`config.mk`:
```
export PLATFORM = sky130hd
export DESIGN_NAME = aesbcu_ctrl
export DESIGN_NICKNAME = d
export VERILOG_FILES = /design/src/hw/rtl/aesbcu_pkg.sv /design/src/hw/rtl/aesbcu_ctrl.sv
export VERILOG_INCLUDE_DIRS = /design/src /design/src/hw/rtl
export SDC_FILE = /design/constraint.sdc
export NUM_CORES = 1
export LEC_CHECK = 0
export BUFFER_PORTS_ARGS = -buffer_cell sky130_fd_sc_hd__clkbuf_2
export CORE_UTILIZATION = 40
export DETAILED_ROUTE_END_ITERATION = 6
export SYNTH_ARGS = -nofsm -noshare
export SYNTH_HDL_FRONTEND = slang
export SYNTH_SLANG_ARGS = --single-unit
```
`constraint.sdc`:
```
create_clock -name clock -period 2.78 [get_ports clock]
set_clock_uncertainty 0.2 [all_clocks]
set_input_delay 0.278 -clock clock [delete_from_list [all_inputs] [get_ports clock]]
set_output_delay 0.278 -clock clock [all_outputs]
set_load 0.05 [all_outputs]
```
`src/hw/rtl/aes256_block_cipher_unit_defines.svh`:
```
// Assertion macros used by the cipher unit control RTL.
`ifndef AES256_BLOCK_CIPHER_UNIT_DEFINES_SVH
`define AES256_BLOCK_CIPHER_UNIT_DEFINES_SVH

// Same-cycle implication, checked at every rising clock edge outside reset.
`define AESBCU_ASSERT_NOW(label, ante, cons) \
   label: assert property (@(posedge clock) disable iff (reset) (ante) |-> (cons)) \
      else $error("aesbcu: same-cycle check failed");

// Next-cycle implication.
`define AESBCU_ASSERT_NEXT(label, ante, cons) \
   label: assert property (@(posedge clock) disable iff (reset) (ante) |=> (cons)) \
      else $error("aesbcu: next-cycle check failed");

`endif

```
`src/hw/rtl/aesbcu_pkg.sv`:
```
`timescale 1ns / 1ps
`default_nettype none
package aesbcu_pkg;

   localparam int unsigned MaxRepeatDefault = 255;
   localparam int unsigned RoundKeys        = 15;
   localparam logic [3:0]  RkLast           = 4'd14;
   localparam logic [5:0]  WordFirst        = 6'd8;
   localparam logic [5:0]  WordLast         = 6'd59;

   typedef enum logic {
      CMD_ENCRYPT = 1'b0,
      CMD_DECRYPT = 1'b1
   } command_type;

   typedef enum logic [2:0] {
      REG_KEY_0_7   = 3'd0,
      REG_KEY_8_15  = 3'd1,
      REG_KEY_16_23 = 3'd2,
      REG_KEY_24_31 = 3'd3,
      REG_REPEAT    = 3'd4
   } reg_idx_type;

   typedef enum logic [2:0] {
      ST_IDLE,
      ST_KEY_LO,
      ST_KEY_HI,
      ST_EXPAND,
      ST_ROUND,
      ST_HOLD
   } state_type;

   typedef struct packed {
      logic       key_write_lo;
      logic       key_write_hi;
      logic       exp_step;
      logic [5:0] exp_word;
      logic [3:0] rk_raddr;
      logic       load_block;
      logic       round_en;
      logic [3:0] step;
      logic       decrypt;
      logic       out_load;
   } ctrl_cmd_type;

   localparam logic [7:0] RCON [8] = '{
      8'h00, 8'h01, 8'h02, 8'h04, 8'h08, 8'h10, 8'h20, 8'h40
   };

   localparam logic [7:0] SBOX [256] = '{
      8'h63,8'h7c,8'h77,8'h7b,8'hf2,8'h6b,8'h6f,8'hc5,8'h30,8'h01,8'h67,8'h2b,8'hfe,8'hd7,8'hab,8'h76,
      8'hca,8'h82,8'hc9,8'h7d,8'hfa,8'h59,8'h47,8'hf0,8'had,8'hd4,8'ha2,8'haf,8'h9c,8'ha4,8'h72,8'hc0,
      8'hb7,8'hfd,8'h93,8'h26,8'h36,8'h3f,8'hf7,8'hcc,8'h34,8'ha5,8'he5,8'hf1,8'h71,8'hd8,8'h31,8'h15,
      8'h04,8'hc7,8'h23,8'hc3,8'h18,8'h96,8'h05,8'h9a,8'h07,8'h12,8'h80,8'he2,8'heb,8'h27,8'hb2,8'h75,
      8'h09,8'h83,8'h2c,8'h1a,8'h1b,8'h6e,8'h5a,8'ha0,8'h52,8'h3b,8'hd6,8'hb3,8'h29,8'he3,8'h2f,8'h84,
      8'h53,8'hd1,8'h00,8'hed,8'h20,8'hfc,8'hb1,8'h5b,8'h6a,8'hcb,8'hbe,8'h39,8'h4a,8'h4c,8'h58,8'hcf,
      8'hd0,8'hef,8'haa,8'hfb,8'h43,8'h4d,8'h33,8'h85,8'h45,8'hf9,8'h02,8'h7f,8'h50,8'h3c,8'h9f,8'ha8,
      8'h51,8'ha3,8'h40,8'h8f,8'h92,8'h9d,8'h38,8'hf5,8'hbc,8'hb6,8'hda,8'h21,8'h10,8'hff,8'hf3,8'hd2,
      8'hcd,8'h0c,8'h13,8'hec,8'h5f,8'h97,8'h44,8'h17,8'hc4,8'ha7,8'h7e,8'h3d,8'h64,8'h5d,8'h19,8'h73,
      8'h60,8'h81,8'h4f,8'hdc,8'h22,8'h2a,8'h90,8'h88,8'h46,8'hee,8'hb8,8'h14,8'hde,8'h5e,8'h0b,8'hdb,
      8'he0,8'h32,8'h3a,8'h0a,8'h49,8'h06,8'h24,8'h5c,8'hc2,8'hd3,8'hac,8'h62,8'h91,8'h95,8'he4,8'h79,
      8'he7,8'hc8,8'h37,8'h6d,8'h8d,8'hd5,8'h4e,8'ha9,8'h6c,8'h56,8'hf4,8'hea,8'h65,8'h7a,8'hae,8'h08,
      8'hba,8'h78,8'h25,8'h2e,8'h1c,8'ha6,8'hb4,8'hc6,8'he8,8'hdd,8'h74,8'h1f,8'h4b,8'hbd,8'h8b,8'h8a,
      8'h70,8'h3e,8'hb5,8'h66,8'h48,8'h03,8'hf6,8'h0e,8'h61,8'h35,8'h57,8'hb9,8'h86,8'hc1,8'h1d,8'h9e,
      8'he1,8'hf8,8'h98,8'h11,8'h69,8'hd9,8'h8e,8'h94,8'h9b,8'h1e,8'h87,8'he9,8'hce,8'h55,8'h28,8'hdf,
      8'h8c,8'ha1,8'h89,8'h0d,8'hbf,8'he6,8'h42,8'h68,8'h41,8'h99,8'h2d,8'h0f,8'hb0,8'h54,8'hbb,8'h16
   };

   localparam logic [7:0] INV_SBOX [256] = '{
      8'h52,8'h09,8'h6a,8'hd5,8'h30,8'h36,8'ha5,8'h38,8'hbf,8'h40,8'ha3,8'h9e,8'h81,8'hf3,8'hd7,8'hfb,
      8'h7c,8'he3,8'h39,8'h82,8'h9b,8'h2f,8'hff,8'h87,8'h34,8'h8e,8'h43,8'h44,8'hc4,8'hde,8'he9,8'hcb,
      8'h54,8'h7b,8'h94,8'h32,8'ha6,8'hc2,8'h23,8'h3d,8'hee,8'h4c,8'h95,8'h0b,8'h42,8'hfa,8'hc3,8'h4e,
      8'h08,8'h2e,8'ha1,8'h66,8'h28,8'hd9,8'h24,8'hb2,8'h76,8'h5b,8'ha2,8'h49,8'h6d,8'h8b,8'hd1,8'h25,
      8'h72,8'hf8,8'hf6,8'h64,8'h86,8'h68,8'h98,8'h16,8'hd4,8'ha4,8'h5c,8'hcc,8'h5d,8'h65,8'hb6,8'h92,
      8'h6c,8'h70,8'h48,8'h50,8'hfd,8'hed,8'hb9,8'hda,8'h5e,8'h15,8'h46,8'h57,8'ha7,8'h8d,8'h9d,8'h84,
      8'h90,8'hd8,8'hab,8'h00,8'h8c,8'hbc,8'hd3,8'h0a,8'hf7,8'he4,8'h58,8'h05,8'hb8,8'hb3,8'h45,8'h06,
      8'hd0,8'h2c,8'h1e,8'h8f,8'hca,8'h3f,8'h0f,8'h02,8'hc1,8'haf,8'hbd,8'h03,8'h01,8'h13,8'h8a,8'h6b,
      8'h3a,8'h91,8'h11,8'h41,8'h4f,8'h67,8'hdc,8'hea,8'h97,8'hf2,8'hcf,8'hce,8'hf0,8'hb4,8'he6,8'h73,
      8'h96,8'hac,8'h74,8'h22,8'he7,8'had,8'h35,8'h85,8'he2,8'hf9,8'h37,8'he8,8'h1c,8'h75,8'hdf,8'h6e,
      8'h47,8'hf1,8'h1a,8'h71,8'h1d,8'h29,8'hc5,8'h89,8'h6f,8'hb7,8'h62,8'h0e,8'haa,8'h18,8'hbe,8'h1b,
      8'hfc,8'h56,8'h3e,8'h4b,8'hc6,8'hd2,8'h79,8'h20,8'h9a,8'hdb,8'hc0,8'hfe,8'h78,8'hcd,8'h5a,8'hf4,
      8'h1f,8'hdd,8'ha8,8'h33,8'h88,8'h07,8'hc7,8'h31,8'hb1,8'h12,8'h10,8'h59,8'h27,8'h80,8'hec,8'h5f,
      8'h60,8'h51,8'h7f,8'ha9,8'h19,8'hb5,8'h4a,8'h0d,8'h2d,8'he5,8'h7a,8'h9f,8'h93,8'hc9,8'h9c,8'hef,
      8'ha0,8'he0,8'h3b,8'h4d,8'hae,8'h2a,8'hf5,8'hb0,8'hc8,8'heb,8'hbb,8'h3c,8'h83,8'h53,8'h99,8'h61,
      8'h17,8'h2b,8'h04,8'h7e,8'hba,8'h77,8'hd6,8'h26,8'he1,8'h69,8'h14,8'h63,8'h55,8'h21,8'h0c,8'h7d
   };

endpackage
`default_nettype wire

```
`src/hw/rtl/aesbcu_ctrl.sv`:
```
`timescale 1ns / 1ps
`default_nettype none
`include "aes256_block_cipher_unit_defines.svh"
module aesbcu_ctrl #(
   parameter int unsigned MAX_REPEAT = aesbcu_pkg::MaxRepeatDefault,
   localparam int unsigned PassW     = $clog2(MAX_REPEAT + 1)
) (
   input  wire logic                     clock,
   input  wire logic                     reset,
   input  wire logic                     key_written,
   input  wire logic [PassW-1:0]         pass_count,
   input  wire logic                     req_valid,
   input  wire logic                     req_command,
   output logic                          req_stall,
   output logic                          rsp_valid,
   input  wire logic                     rsp_stall,
   output aesbcu_pkg::ctrl_cmd_type      cmd
);

   aesbcu_pkg::state_type state_ff, state_in;
   logic             dirty_ff, dirty_in;
   logic [3:0]       step_ff, step_in;
   logic [PassW-1:0] pass_ff, pass_in;
   logic [5:0]       word_ff, word_in;
   logic             dec_ff, dec_in;
   logic             rsp_valid_ff, rsp_valid_in;
   logic             accept;

   always_ff @(posedge clock) begin
      if (reset) begin
         state_ff     <= aesbcu_pkg::ST_IDLE;
         dirty_ff     <= 1'b1;
         rsp_valid_ff <= 1'b0;
      end else begin
         state_ff     <= state_in;
         dirty_ff     <= dirty_in;
         rsp_valid_ff <= rsp_valid_in;
      end
      step_ff <= step_in;
      pass_ff <= pass_in;
      word_ff <= word_in;
      dec_ff  <= dec_in;
   end

   always_comb begin
      state_in     = state_ff;
      dirty_in     = dirty_ff | key_written;
      step_in      = step_ff;
      pass_in      = pass_ff;
      word_in      = word_ff;
      dec_in       = dec_ff;
      rsp_valid_in = rsp_valid_ff & rsp_stall;
      accept       = 1'b0;
      req_stall    = 1'b1;
      cmd          = '0;
      cmd.exp_word = word_ff;
      cmd.step     = step_ff;
      cmd.decrypt  = dec_ff;

      unique case (state_ff)
         aesbcu_pkg::ST_IDLE: begin
            req_stall    = dirty_ff;
            cmd.rk_raddr = (req_command == aesbcu_pkg::CMD_DECRYPT) ? aesbcu_pkg::RkLast : 4'd0;
            if (dirty_ff) begin
               dirty_in = 1'b0;
               state_in = aesbcu_pkg::ST_KEY_LO;
            end else if (req_valid) begin
               accept         = 1'b1;
               cmd.load_block = 1'b1;
               dec_in         = req_command;
               pass_in        = pass_count;
               step_in        = 4'd0;
               state_in       = (pass_count == '0) ? aesbcu_pkg::ST_HOLD : aesbcu_pkg::ST_ROUND;
            end
         end
         aesbcu_pkg::ST_KEY_LO: begin
            cmd.key_write_lo = 1'b1;
            state_in         = aesbcu_pkg::ST_KEY_HI;
         end
         aesbcu_pkg::ST_KEY_HI: begin
            cmd.key_write_hi = 1'b1;
            word_in          = aesbcu_pkg::WordFirst;
            state_in         = aesbcu_pkg::ST_EXPAND;
         end
         aesbcu_pkg::ST_EXPAND: begin
            cmd.exp_step = 1'b1;
            word_in      = 6'(word_ff + 6'd1);
            if (word_ff == aesbcu_pkg::WordLast) begin
               state_in = aesbcu_pkg::ST_IDLE;
            end
         end
         aesbcu_pkg::ST_ROUND: begin
            cmd.round_en = 1'b1;
            if (step_ff == aesbcu_pkg::RkLast) begin
               step_in      = 4'd0;
               cmd.rk_raddr = dec_ff ? aesbcu_pkg::RkLast : 4'd0;
               if (pass_ff == PassW'(1)) begin
                  state_in = aesbcu_pkg::ST_HOLD;
               end else begin
                  pass_in = PassW'(pass_ff - PassW'(1));
               end
            end else begin
               step_in      = 4'(step_ff + 4'd1);
               cmd.rk_raddr = dec_ff ? 4'(aesbcu_pkg::RkLast - step_in) : step_in;
            end
         end
         aesbcu_pkg::ST_HOLD: begin
            if (!rsp_valid_ff || !rsp_stall) begin
               cmd.out_load = 1'b1;
               rsp_valid_in = 1'b1;
               state_in     = aesbcu_pkg::ST_IDLE;
            end
         end
         default: begin
            state_in = aesbcu_pkg::ST_IDLE;
         end
      endcase
   end

   assign rsp_valid = rsp_valid_ff;

   `AESBCU_ASSERT_NEXT(a_accept_busy, accept,
      state_ff == aesbcu_pkg::ST_ROUND || state_ff == aesbcu_pkg::ST_HOLD)
   `AESBCU_ASSERT_NOW(a_step_range, state_ff == aesbcu_pkg::ST_ROUND,
      step_ff <= aesbcu_pkg::RkLast && pass_ff != '0)
   `AESBCU_ASSERT_NOW(a_no_accept_dirty, accept, !dirty_ff)
   `AESBCU_ASSERT_NEXT(a_out_load, cmd.out_load, rsp_valid_ff)

endmodule
`default_nettype wire

```
# After elaboration in Yosys (flattened, before gate mapping)
# Cells that the tools add are included.
[word_totals]
register_bits = 24
[op_classes]
n_addsub = 4
n_eq_ne = 16
muxes = 37
bitwise_logic = 3
n_reduce_logical = 11
[ops]
columns = ["cell", "n"]
rows = [
  ["2-to-1 mux 8 bit", 4],
  ["2-to-1 mux 4 bit", 7],
  ["2-to-1 mux 3 bit", 6],
  ["one-hot mux 3 bit (6 select lines)", 1],
  ["one-hot mux 4 bit (2 select lines)", 2],
  ["one-hot mux 8 bit (2 select lines)", 1],
  ["2-to-1 mux 1 bit", 15],
  ["inequality test 2 bit (second input constant)", 7],
  ["one-hot mux 6 bit (2 select lines)", 1],
  ["AND reduction 5 bit", 2],
  ["== test 8 x 1 -> 1 bit (second input constant)", 1],
  ["zero test 8 bit", 1],
  ["subtractor 8 x 1 -> 8 bit (second input constant)", 1],
  ["adder 6 x 1 -> 6 bit (second input constant)", 1],
  ["== test 3 x 2 -> 1 bit (second input constant)", 2],
  ["== test 3 bit (second input constant)", 2],
  ["== test 6 bit (second input constant)", 1],
  ["AND reduction 3 bit", 2],
  ["adder 4 x 1 -> 4 bit (second input constant)", 1],
  ["== test 4 bit (second input constant)", 1],
  ["nonzero test 2 bit", 2],
  ["subtractor 4 bit (first input constant)", 1],
  ["== test 3 x 1 -> 1 bit (second input constant)", 1],
  ["zero test 3 bit", 1],
  ["other kinds (6)", 7],
]

# Longest topological paths before layout
[depth]
ltp_word = 5
ltp_mapped = 7
mapped_depth_nobuf = 6

# Least setup slack after synthesis
# No wires, ideal clock.
[synth_path]
path_kind = "flip-flop to output port"
from = "register step_ff[0]"
to = "output port cmd[11] in the netlist's numbering"
arrival_ps = 2385
slack_ps = -83
path_stages_with_launch = 6
n_path_buf = 0
path_cell_list = "edfxtp_1 inv_1 ha_1 or3_1 a2111o_1 o211ai_1"
[synth_lines]
columns = ["item", "line", "source"]
rows = [
  ["start: declaration", "aesbcu_ctrl.sv:22", "logic [3:0] step_ff, step_in;"],
  ["start signal: assignment", "aesbcu_ctrl.sv:39", "step_ff <= step_in;"],
  ["end: declaration", "aesbcu_ctrl.sv:17", "output aesbcu_pkg::ctrl_cmd_type cmd"],
]

==> metrics <==
outcome finished clean; initial antenna violation count 0; DRC 0; CP startpoint step_ff[1]; internal power consumption 793 uW; max cap viols 0; FF-to-FF End pass_ff[1]; Crit. End Element output port; synthesized instance count 157; post-place instance area 0.00170 mm2; total number of vias 1314; vias in the first global route 1241; Setup crit start kind flip-flop; Clock transition at path regs 130 ps; critical setup path kind flip-flop to output port; Reg power frac 0.394; num ports 37; first-pass GRT wire length 5530 um; Ys Warns 0; Skew-Pair Late Insertion Delay 310 ps; WL per Instance 13.0 um; RSZ-0062 raised after global routing yes; Worst path slowest cell edfxtp_1; Comb power frac 0.500; reg-to-reg setup timing slack 780 ps; largest net degree at the start of global routing 19; top area cells in the synthesized netlist edfxtp_1 39%, dfxtp_1 6.9%, nand2_1 6.0%; utilization after layout 0.531; CTS Buffer Depth 2; Clock Power Share 0.107; sw frac 0.481; Final Hold Fails 0; PD cells 850 mW/mm2; CP most frequent cell buf_4; DR iter-0 viols 47; min cycle time layout 2720 ps; worst path arrival time 2240 ps; Num CTS Buffers 3; WL final 3190 um; GRT Residual Overflow 0; reg2reg start step_ff[0]; Worst-Margin Slew 507 ps; post-DP HPWL 2370 um; critical path fanouts, max 4; die width 62.2 um; worst-path cell chain buf_4 > ha_4 > or3_4 > a2111o_1 > o211ai_1 > buf_4; most frequent cells in the layout 35 x clkbuf_2, 23 x nand2_1, 19 x edfxtp_1; Main synth FF type edfxtp_1; Post-synth EDFFs 19; Die Ht 62.2 um; CORE AREA 0.00339 mm2; Die Footprint 0.00386 mm2; Syn-to-layout area delta 24.3%; Setup TNS Final 0 ps; H-tree levels 1; Initial Util 0.427; part of the cycle the worst path needs 0.978; first drt pass iteration count 4; design area 0.00180 mm2; Post-Place Cells 235; Leak Pwr 0.000732 uW; number of placement rows 21; synthesized area per cell 9.22 um2; proportion of layout cells with a drive suffix above 1 0.271; Worst Hold Launch rsp_stall; Worst R2R Path Depth 5; antenna viol nets, final 0; max incr delay on CP 460 ps; FF+latch area 671 um2; Slew HR 0.659; worst hold path cell count 3; GRT Resource Usage Total 0.176; fin cells 245; FF+latch count, synth 24; TritonCTS clock tree yes; antenna diode count 0; worst hold endpoint rsp_valid; maximum vdd drop 407 uV; buffers and inverters on the worst path 2; area of the multi-input gates 763 um2; final setup fails 0; synth unique cells 42; CP Data Required Time 2300 ps; leading area contributor after synthesis edfxtp_1; Placer Congestion 0.808; commonest non-fill, non-tap cell in the layout clkbuf_2; area share of the largest cell type after synthesis 0.394; max-slew violations 0; sequential area share after synthesis 0.463; Vias per Instance 5.36; P_sw 735 uW; Sink Count 24; Peak Freq 0.368 GHz; hold crit path type input pin to flip-flop; crit-path leading delay family flip-flops; mapped cell area 0.00145 mm2; nets 219; Post-Syn Nets 176; filler cell count 327; Root Buffer clkbuf_4; # port buffers 36; async set-reset flop share out of synthesis 0; Hold Slack 11.8 ps
-- cell usage after synthesis, types with 2 or more instances --
library cell  count
dfxtp_1           5
inv_1             6
ha_1              5
clkbuf_1          2
nor4_1            5
a31oi_1           2
a211oi_1          2
nand2b_1          3
or4_1             2
buf_2             2
o21ai_1           9
a21oi_1           7
xor2_1            5
a2111o_1          2
nor2_1           18
buf_4             2
nor3_1            3
or3_1             2
a2bb2oi_1         2
xnor2_1           5
nand3_1           5
nand2_1          23
nor2b_1           2
edfxtp_1         19
o21ai_0           2
-- power by group through the flow --
stage	sequential (uW)	combinational, uW	clock [uW]
6_report	602	764	163
5_1_grt	624	825	182
4_1_cts	601	753	169
3_5_place_dp	615	726	0
3_3_place_gp	610	717	0
2_1_floorplan	659	510	0
-- registers in the layout, summed over array words and instances, names as in the netlist --
signal and flops:
pass_ff 8, step_ff 4, dirty_ff 1, word_ff 6, state_ff 3, dec_ff 1, rsp_valid 1
-- final cells by class --
cell class	count	area share
Sequential cell	24	0.373
Tap cell	46	0.0320
Inverter	7	0.0146
Multi-Input combinational cell	119	0.424
Clock buffer	4	0.0146
Timing Repair Buffer	45	0.142
-- stage by stage --
| stage | power (uW) | worst slack (ps) |
|---|---|---|
| global placement | 1330 | 318 |
| CTS | 1520 | 3.58 |
| floorplan | 1170 | 16.0 |
| global route | 1630 | -9.02 |
| finish | 1530 | 62.0 |
| detailed placement | 1340 | 257 |
-- kinds of logic (layout without fill, tap and decap cells) --
logic type,after synthesis,after routing,share of synthesized area
AO/OA/AOI/OAI,32,32,0.143
XOR/XNOR,10,10,0.0605
adder cells (fa/ha/maj),5,5,0.0432
buffers and inverters,14,56,0.0432
flip-flops,24,24,0.463
multiplexers,1,1,0.00691
AND/OR/NAND/NOR,71,71,0.239
-- tightest hold or removal path: stages --
cell and delay [ps]:
clkbuf_2 90, nand2_1 70, a21oi_1 60
-- timing repair --
action                                  CTS  global route
hold buffers                              2             0
pin swaps                                 0             2
resized for setup                         1             3
endpoints found under the hold margin     4             0
setup buffers                             4             0
endpoints found under the setup margin    1             1
-- routing by layer --
layer	vias up	wire length [um]	GRT usage
li1	651	-	-
met1	635	1440	0.234
met2	24	1630	0.301
met3	4	96	0.0184
met4	0	26	0.0523
met5	-	0	0
-- worst max-delay path by stage --
stage	end	slack, ps	cells past startpoint
after floorplan	cmd[11]	20	5
after global placement	cmd[11]	320	6
after detailed placement	cmd[11]	260	6
after CTS	cmd[11]	4	6
after global routing	cmd[11]	-9	6
final	cmd[11]	60	6
Note: power is estimated with default switching activity, not from simulation.
